### src/sv/wide_symbol_compactor_macros.svh
// assertion macros for the asserting file wide_symbol_compactor.sv
`ifndef WIDE_SYMBOL_COMPACTOR_MACROS_SVH
`define WIDE_SYMBOL_COMPACTOR_MACROS_SVH

// same-cycle implication, checked out of reset
`define WSC_ASSERT_NOW(lbl, clk, rst_n, ante, cons) \
    lbl: assert property (@(posedge clk) disable iff (!rst_n) (ante) |-> (cons)) \
        else $error("wide_symbol_compactor assertion failed");

// next-cycle implication, checked out of reset
`define WSC_ASSERT_NEXT(lbl, clk, rst_n, ante, cons) \
    lbl: assert property (@(posedge clk) disable iff (!rst_n) (ante) |=> (cons)) \
        else $error("wide_symbol_compactor assertion failed");

`endif

### src/sv/wsc_pkg.sv
`timescale 1ns / 1ps

package wsc_pkg;

    localparam int SLOTS  = 129;
    localparam int SYM_W  = 16;
    localparam int CODE_W = 8;
    localparam int LIM_W  = 7;
    localparam int IDX_W  = $clog2(SLOTS);
    localparam int CNT_W  = $clog2(SLOTS + 1);

    localparam logic [LIM_W-1:0] LIMIT_RESET = 7'd126;

    // controller to datapath
    typedef struct packed {
        logic load;      // latch accepted request, apply window start
        logic classify;  // decide literal / failed / empty table
        logic scan;      // step the slot search
        logic commit;    // write result, allocate or mark exhausted
        logic cfg_wr;    // write literal limit
    } t_cmd;

    // datapath to controller
    typedef struct packed {
        logic direct;    // no search needed
        logic match;     // slot under compare holds the symbol
        logic last;      // last allocated slot under compare
        logic out_free;  // output register can take a result
    } t_sts;

endpackage

### src/sv/wsc_ctrl.sv
`timescale 1ns / 1ps

module wsc_ctrl (
    input  logic           i_clk,
    input  logic           i_rst_n,
    input  logic           i_in_valid,
    output logic           o_in_ready,
    input  logic           i_cfg_valid,
    output logic           o_cfg_ready,
    input  wsc_pkg::t_sts  i_sts,
    output wsc_pkg::t_cmd  o_cmd
);

    localparam logic [1:0] S_IDLE     = 2'd0;
    localparam logic [1:0] S_CLASSIFY = 2'd1;
    localparam logic [1:0] S_SCAN     = 2'd2;
    localparam logic [1:0] S_FINISH   = 2'd3;

    logic [1:0] r_state;
    logic [1:0] n_state;

    always_ff @(posedge i_clk) begin
        if (!i_rst_n) begin
            r_state <= S_IDLE;
        end else begin
            r_state <= n_state;
        end
    end

    always_comb begin
        n_state     = r_state;
        o_cmd       = '0;
        o_in_ready  = 1'b0;
        o_cfg_ready = 1'b0;
        unique case (r_state)
            S_IDLE: begin
                o_in_ready   = 1'b1;
                o_cfg_ready  = 1'b1;
                o_cmd.cfg_wr = i_cfg_valid;
                if (i_in_valid) begin
                    o_cmd.load = 1'b1;
                    n_state    = S_CLASSIFY;
                end
            end
            S_CLASSIFY: begin
                o_cmd.classify = 1'b1;
                n_state = i_sts.direct ? S_FINISH : S_SCAN;
            end
            S_SCAN: begin
                o_cmd.scan = 1'b1;
                if (i_sts.match || i_sts.last) begin
                    n_state = S_FINISH;
                end
            end
            S_FINISH: begin
                if (i_sts.out_free) begin
                    o_cmd.commit = 1'b1;
                    n_state      = S_IDLE;
                end
            end
            default: begin
                n_state = S_IDLE;
            end
        endcase
    end

endmodule

### src/sv/wsc_dpath.sv
`timescale 1ns / 1ps

module wsc_dpath (
    input  logic                         i_clk,
    input  logic                         i_rst_n,
    input  wsc_pkg::t_cmd                i_cmd,
    output wsc_pkg::t_sts                o_sts,
    input  logic [wsc_pkg::SYM_W-1:0]    i_wide_symbol,
    input  logic                         i_window_start,
    input  logic [wsc_pkg::LIM_W-1:0]    i_literal_limit,
    output logic                         o_out_valid,
    input  logic                         i_out_ready,
    output logic [wsc_pkg::CODE_W-1:0]   o_narrow_code,
    output logic                         o_new_slot,
    output logic                         o_failed
);

    localparam logic [1:0] K_LIT  = 2'd0;
    localparam logic [1:0] K_HIT  = 2'd1;
    localparam logic [1:0] K_MISS = 2'd2;
    localparam logic [1:0] K_FAIL = 2'd3;

    localparam logic [wsc_pkg::CNT_W-1:0] SLOT_COUNT = wsc_pkg::CNT_W'(wsc_pkg::SLOTS);

    // slot table, written once per allocation, read at most once per scan step
    logic [wsc_pkg::SYM_W-1:0]  r_slot_mem [wsc_pkg::SLOTS];

    logic [wsc_pkg::SYM_W-1:0]  r_sym;
    logic [wsc_pkg::LIM_W-1:0]  r_limit;
    logic [wsc_pkg::CNT_W-1:0]  r_used;
    logic                       r_exh;
    logic [wsc_pkg::CNT_W-1:0]  r_rd_idx;
    logic [wsc_pkg::CNT_W-1:0]  r_cmp_idx;
    logic                       r_cmp_vld;
    logic [wsc_pkg::SYM_W-1:0]  r_rd_data;
    logic [1:0]                 r_kind;
    logic [wsc_pkg::CNT_W-1:0]  r_hit_idx;
    logic                       r_out_valid;
    logic [wsc_pkg::CODE_W-1:0] r_code;
    logic                       r_new;
    logic                       r_fail;

    logic                       lit;
    logic                       rd_en;
    logic [wsc_pkg::CODE_W-1:0] code_base;
    logic [wsc_pkg::CODE_W-1:0] n_code;
    logic                       n_new;
    logic                       n_fail;
    logic                       alloc_wr;
    logic                       set_exh;

    assign lit   = r_sym <= {{(wsc_pkg::SYM_W - wsc_pkg::LIM_W){1'b0}}, r_limit};
    assign rd_en = i_cmd.scan && (r_rd_idx < r_used);
    assign code_base = {1'b0, r_limit} + 8'd1;

    assign o_sts.direct   = r_exh || lit || (r_used == '0);
    assign o_sts.match    = r_cmp_vld && (r_rd_data == r_sym);
    assign o_sts.last     = r_cmp_vld && (r_cmp_idx == r_used - 1'b1);
    assign o_sts.out_free = !r_out_valid || i_out_ready;

    // result of the finished request
    always_comb begin
        n_code   = '0;
        n_new    = 1'b0;
        n_fail   = 1'b0;
        alloc_wr = 1'b0;
        set_exh  = 1'b0;
        case (r_kind)
            K_LIT: begin
                n_code = r_sym[wsc_pkg::CODE_W-1:0];
            end
            K_HIT: begin
                n_code = code_base + r_hit_idx;
            end
            K_MISS: begin
                if (r_used < SLOT_COUNT) begin
                    n_code   = code_base + r_used;
                    n_new    = 1'b1;
                    alloc_wr = i_cmd.commit;
                end else begin
                    n_fail  = 1'b1;
                    set_exh = i_cmd.commit;
                end
            end
            default: begin
                n_fail = 1'b1;
            end
        endcase
    end

    always_ff @(posedge i_clk) begin
        if (alloc_wr) begin
            r_slot_mem[r_used[wsc_pkg::IDX_W-1:0]] <= r_sym;
        end
        if (rd_en) begin
            r_rd_data <= r_slot_mem[r_rd_idx[wsc_pkg::IDX_W-1:0]];
        end
    end

    always_ff @(posedge i_clk) begin
        if (!i_rst_n) begin
            r_limit     <= wsc_pkg::LIMIT_RESET;
            r_used      <= '0;
            r_exh       <= 1'b0;
            r_cmp_vld   <= 1'b0;
            r_out_valid <= 1'b0;
        end else begin
            if (i_cmd.cfg_wr) begin
                r_limit <= i_literal_limit;
            end
            if (i_cmd.load && i_window_start) begin
                r_used <= '0;
                r_exh  <= 1'b0;
            end else if (alloc_wr) begin
                r_used <= r_used + 1'b1;
            end else if (set_exh) begin
                r_exh <= 1'b1;
            end
            if (i_cmd.classify) begin
                r_cmp_vld <= 1'b0;
            end else if (i_cmd.scan) begin
                r_cmp_vld <= rd_en;
            end
            if (i_cmd.commit) begin
                r_out_valid <= 1'b1;
            end else if (i_out_ready) begin
                r_out_valid <= 1'b0;
            end
        end
    end

    always_ff @(posedge i_clk) begin
        if (i_cmd.load) begin
            r_sym <= i_wide_symbol;
        end
        if (i_cmd.classify) begin
            r_rd_idx <= '0;
            r_kind   <= r_exh ? K_FAIL : (lit ? K_LIT : K_MISS);
        end
        if (rd_en) begin
            r_rd_idx  <= r_rd_idx + 1'b1;
            r_cmp_idx <= r_rd_idx;
        end
        if (i_cmd.scan && o_sts.match) begin
            r_kind    <= K_HIT;
            r_hit_idx <= r_cmp_idx;
        end
        if (i_cmd.commit) begin
            r_code <= n_code;
            r_new  <= n_new;
            r_fail <= n_fail;
        end
    end

    assign o_out_valid   = r_out_valid;
    assign o_narrow_code = r_code;
    assign o_new_slot    = r_new;
    assign o_failed      = r_fail;

endmodule

### src/sv/wide_symbol_compactor.sv
`timescale 1ns / 1ps
`include "wide_symbol_compactor_macros.svh"

// channel   direction  handshake                  payload
// in        request    i_in_valid / o_in_ready    i_wide_symbol, i_window_start
// out       result     o_out_valid / i_out_ready  o_narrow_code, o_new_slot, o_failed
// cfg       write      i_cfg_valid / o_cfg_ready  i_literal_limit
//
// a literal, an exhausted window or an empty slot table needs no slot search
// a wide symbol is searched one slot per cycle through the slot memory read port,
//   up to all 129 slots when every slot is allocated
// one request at a time; a new request is taken while the last result still waits
// reset (synchronous, active low) clears slot count and exhausted flag, sets limit to 126
// a stalled output holds the finished request in the finish step until taken

module wide_symbol_compactor (
    input  logic                          i_clk,
    input  logic                          i_rst_n,
    input  logic                          i_in_valid,
    output logic                          o_in_ready,
    input  logic [wsc_pkg::SYM_W-1:0]     i_wide_symbol,
    input  logic                          i_window_start,
    output logic                          o_out_valid,
    input  logic                          i_out_ready,
    output logic [wsc_pkg::CODE_W-1:0]    o_narrow_code,
    output logic                          o_new_slot,
    output logic                          o_failed,
    input  logic                          i_cfg_valid,
    output logic                          o_cfg_ready,
    input  logic [wsc_pkg::LIM_W-1:0]     i_literal_limit
);

    // command and status between sequencer and datapath
    wsc_pkg::t_cmd cmd;
    wsc_pkg::t_sts sts;

    // result payload with no code and no allocation
    logic          out_clear;

    assign out_clear = (o_narrow_code == '0) && !o_new_slot;

    // sequencer: idle, classify, slot scan, finish
    wsc_ctrl u_ctrl (
        .i_clk       (i_clk),
        .i_rst_n     (i_rst_n),
        .i_in_valid  (i_in_valid),
        .o_in_ready  (o_in_ready),
        .i_cfg_valid (i_cfg_valid),
        .o_cfg_ready (o_cfg_ready),
        .i_sts       (sts),
        .o_cmd       (cmd)
    );

    // slot memory, counters and output register
    wsc_dpath u_dpath (
        .i_clk           (i_clk),
        .i_rst_n         (i_rst_n),
        .i_cmd           (cmd),
        .o_sts           (sts),
        .i_wide_symbol   (i_wide_symbol),
        .i_window_start  (i_window_start),
        .i_literal_limit (i_literal_limit),
        .o_out_valid     (o_out_valid),
        .i_out_ready     (i_out_ready),
        .o_narrow_code   (o_narrow_code),
        .o_new_slot      (o_new_slot),
        .o_failed        (o_failed)
    );

    // a failed result carries no code and no allocation
    `WSC_ASSERT_NOW(a_fail_clean, i_clk, i_rst_n, o_out_valid && o_failed, out_clear)
    // an accepted request keeps the input closed on the next cycle
    `WSC_ASSERT_NEXT(a_busy_after_load, i_clk, i_rst_n, cmd.load, !o_in_ready)
    // a result is only written when the output register is free
    `WSC_ASSERT_NOW(a_commit_free, i_clk, i_rst_n, cmd.commit, sts.out_free)

endmodule
### config.mk
export PLATFORM = sky130hd
export DESIGN_NAME = wide_symbol_compactor
export DESIGN_NICKNAME = d
export VERILOG_FILES = /design/src/sv/wsc_pkg.sv /design/src/sv/wsc_ctrl.sv /design/src/sv/wsc_dpath.sv /design/src/sv/wide_symbol_compactor.sv
export VERILOG_INCLUDE_DIRS = /design/src /design/src/sv
export SDC_FILE = /design/constraint.sdc
export NUM_CORES = 2
export LEC_CHECK = 0
export BUFFER_PORTS_ARGS = -buffer_cell sky130_fd_sc_hd__buf_2
export CORE_MARGIN = 10
export CORE_UTILIZATION = 30
export CTS_BUF_LIST = sky130_fd_sc_hd__clkbuf_8
export DETAILED_ROUTE_END_ITERATION = 6
export PLACE_DENSITY = 0.54
export SLEW_MARGIN = 0
export SYNTH_ARGS = -nofsm -noshare
export SYNTH_HDL_FRONTEND = slang
export SYNTH_SLANG_ARGS = --single-unit
### constraint.sdc
create_clock -name i_clk -period 9.1 [get_ports i_clk]
set_clock_uncertainty 0.15 [all_clocks]
set_input_delay 0.455 -clock i_clk [delete_from_list [all_inputs] [get_ports i_clk]]
set_output_delay 0.455 -clock i_clk [all_outputs]
set_load 0.05 [all_outputs]
==> flow_summary_export.csv <==
group,metric,value,unit
die,fp-row-count,194,
cells_and_area,final_common_cell,"edfxtp_1",
yosys,ys_ff_latch,2152,
global_route,track_usage,15.2,%
yosys,netlist_area,0.0839,sq mm
cells_and_area,area_delta_synth_final,15.4,%
timing,fin_crit_sh,58.5,%
yosys,synth_top_cell_by_area,"edfxtp_1",
run,maxCapViolCount,2,
routing,first_iter_violations,4600,
timing,worst_pin_slew,1520,ps
yosys,ys_types,65,
yosys,avgSynthCellArea,20.9,sq um
cells_and_area,final_cell_mix,"edfxtp_1, mux4_2, clkbuf_8, mux2i_1, buf_4",
routing,routed-via-count,43300,
yosys,yosys_most_used_dff,"edfxtp_1",
die,dieArea,0.301,sq mm
routing,dr_wl_met3,18000,um
yosys,synth-edff-count,2130,
clock_tree,ctsResizeCount,0,
routing,routedWlPerCell,27.7,um
cells_and_area,seq_area,0.0644,sq mm
routing,drt-met1-wl,99200,um
routing,drt-total-wl,236000,um
global_route,grt_max_degree,132,
placement,hpwlAfterDp,136000,um
routing,wl_met2,112000,um
clock_tree,cts_tree,"done",
cells_and_area,multiInputGateArea,0.0183,sq mm
critical_path,cp_cell_sequence,"buf_4, buf_12, buf_4, mux4_2, a22oi_1, a21oi_1, nor4_1, nor2_1",
die,fp.dieW,549,um
routing,antenna_violating_nets_post_route,0,
timing,setup_violations,0,
critical_path,r2r-start,"u_dpath.r_rd_idx[0]$_SDFFCE_PN0P_",
power,total_power,0.0260,W
clock_tree,h-tree-depth,5,
die,design.core.area,0.279,sq mm
die,die_h,549,um
timing,setup_tns,0,ps
critical_path,cp_slowest_cell,"nor4_1",
global_route,grt_pass1_vias,43900,
cells_and_area,fillers,25900,
placement,io_buffers,41,
clock_tree,cts_hold_buffers,66,
critical_path,worstSetupStartpointType,"flop",
placement,place_congestion,0.805,
cells_and_area,fin_nets,4573,
die,io_pins,42,
global_route,grt_first_pass_wirelength,334000,um
timing,min_period,5320,ps
clock_tree,clkTransAtPathRegs,60,ps
yosys,synth_nets,4086,
yosys,syn_inst,4016,
critical_path,critPathLaunch,"u_dpath.r_rd_idx[0]$_SDFFCE_PN0P_",
die,start_util,30.1,%
timing,max_freq,188,MHz
power,ir_drop,0.171,mV
critical_path,cp.depth,8,
clock_tree,clock_path_buffers,4,
yosys,synth_area_leaders,"edfxtp_1, mux4_2, mux2i_1",
yosys,ys_seq_area_share,76.8,%
status,status,"finished, violations left",
yosys,synthArstFlopShare,0,%
hold_path,min_path_cells,4,
routing,highest_layer,"met5",
clock_tree,cts_buffers,374,
critical_path,crit_family,"buffers and inverters",
critical_path,crit_type,"flop to flop",
hold_path,holdCritPathClass,"input port to flop",
critical_path,path_common_cell,"buf_4",
critical_path,cp-end-kind,"flop",
critical_path,arrival,5880,ps
routing,via_per_inst,5.08,
timing,hold_viol,0,
clock_tree,root_buffer,"clkbuf_8",
global_route,antenna_found_initial,11,
clock_tree,cts_num_sinks,2152,
critical_path,crit_buf_inv,3,
power,powerDensity,269,mW/mm^2
global_route,grt.overflow.total,0,
hold_path,min_from,"i_out_ready",
critical_path,r2r_cells,8,
critical_path,cp.required,9660,ps
critical_path,path_max_fanout,64,
critical_path,slowest_delay,1290,ps
clock_tree,postCtsSetupBuffers,0,
timing,rsz0062_at_grt,"false",
power,leakage,30.6,nW
timing,drv_slew,11,
timing,relSlewSlack,-2.26,%
routing,drc,0,
timing,whs,167,ps
cells_and_area,drive_above_1_share,25.2,%
clock_tree,clk_latency,1060,ps
yosys,synth_top_area_share,76.2,%
status,violations,"capacitance limit, slew limit",
routing,dr.pass1.iters,6,
yosys,ys_warn_count,0,
[report_power, final]
| group | total [W] | internal, W | switching, W |
|---|---|---|---|
| registers | 0.0116 | 0.0115 | 0.000101 |
| clock network | 0.00804 | 0.00419 | 0.00385 |
| logic | 0.00640 | 0.00229 | 0.00411 |
| total | 0.0260 | 0.0180 | 0.00806 |
[synthesized netlist by cell type (3+ instances only)]
| cell type | n |
|---|---|
| edfxtp_1 | 2130 |
| mux4_2 | 442 |
| mux2i_1 | 225 |
| nor2_1 | 205 |
| clkbuf_1 | 110 |
| a22oi_1 | 95 |
| nand2_1 | 69 |
| a21oi_1 | 66 |
| nand3_1 | 46 |
| xnor2_1 | 44 |
| ha_1 | 39 |
| o21ai_0 | 39 |
| a221oi_1 | 33 |
| buf_2 | 32 |
| buf_6 | 31 |
| nor3_1 | 29 |
| buf_4 | 28 |
| inv_1 | 28 |
| a211oi_1 | 27 |
| o22ai_1 | 26 |
| a22o_1 | 22 |
| dfxtp_1 | 22 |
| nor4_1 | 20 |
| nor2b_1 | 18 |
| a221o_1 | 16 |
| buf_1 | 15 |
| a31oi_1 | 13 |
| nand4_1 | 13 |
| a311oi_1 | 12 |
| o2111ai_1 | 12 |
| o211ai_1 | 12 |
| xor2_1 | 12 |
| nand2b_1 | 7 |
| a21o_1 | 6 |
| o21ai_1 | 6 |
| a2111oi_0 | 5 |
| and3_1 | 5 |
| o21a_1 | 5 |
| or2_2 | 5 |
| and2_1 | 4 |
| or4_1 | 4 |
| mux2_2 | 3 |
| nand3b_1 | 3 |
| o221ai_1 | 3 |
[sequential cells by signal (all words and copies together) (netlist names)]
register / cells
u_dpath.o_out_valid: 1
u_dpath.r_cmp_idx: 8
u_dpath.r_rd_data: 16
u_dpath.r_kind: 2
u_dpath.r_limit: 7
u_dpath.r_hit_idx: 8
u_dpath.r_sym: 16
u_dpath.r_slot_mem: 2064
u_dpath.r_rd_idx: 8
u_dpath.r_exh: 1
u_ctrl.r_state: 2
u_dpath.r_cmp_vld: 1
u_dpath.r_used: 8
u_dpath.o_narrow_code: 8
u_dpath.o_new_slot: 1
u_dpath.o_failed: 1
[cell type report]
class | count | share of cell area [%]
multi-input combinational | 1617 | 18.9
antenna | 8 | 0.0207
tap | 3724 | 4.81
clock inverter | 260 | 1.34
timing repair buffer | 328 | 2.73
clock buffer | 389 | 5.53
sequential | 2152 | 66.5
inverter | 30 | 0.118
[worst paths after layout]
path / end / slack, ps
setup / recovery: u_dpath.r_rd_data[11]$_DFFE_PP_ / 3780
hold / removal: u_dpath.o_out_valid$_SDFFE_PN0P_ / 170
setup reg to reg: u_dpath.r_rd_data[11]$_DFFE_PP_ / 3780
hold reg to reg: u_dpath.r_hit_idx[2]$_DFFE_PP_ / 320
[cell families (layout without fill, tap and decap cells)]
group	after synthesis	count (layout)	share of synthesized area [%]
simple gates	438	438	2.37
buf+inv	247	1007	1.57
compound gates	412	412	3.49
xor+xnor	56	56	0.585
flops	2152	2152	76.8
mux	670	670	14.6
other cells	0	8	0
fa+ha+maj	41	41	0.629
[layer usage]
| metal | vias up | GRT usage [%] |
|---|---|---|
| met5 | - | 0 |
| met4 | 4 | 4.76 |
| met3 | 358 | 3.35 |
| met2 | 1879 | 24.2 |
| met1 | 23200 | 20.8 |
| li1 | 17800 | - |
[worst reg2reg max path, cell delays in order, from the launching register on]
cell	delay (ps)
edfxtp_1	710
buf_4	550
buf_12	500
buf_4	710
mux4_2	590
a22oi_1	200
a21oi_1	140
nor4_1	1290
nor2_1	130
[through the flow]
stage	std cells	setup WS, ps	cell area [sq um]	utilization (%)
finish	8508	3780	96800	34.7
global route	8502	3580	96800	34.7
global placement	7782	3770	89500	32.1
CTS	8499	3790	96800	34.7
detailed placement	7784	3760	89500	32.1
floorplan	4016	5060	83900	-
Note: power is estimated with default switching activity, not from simulation.
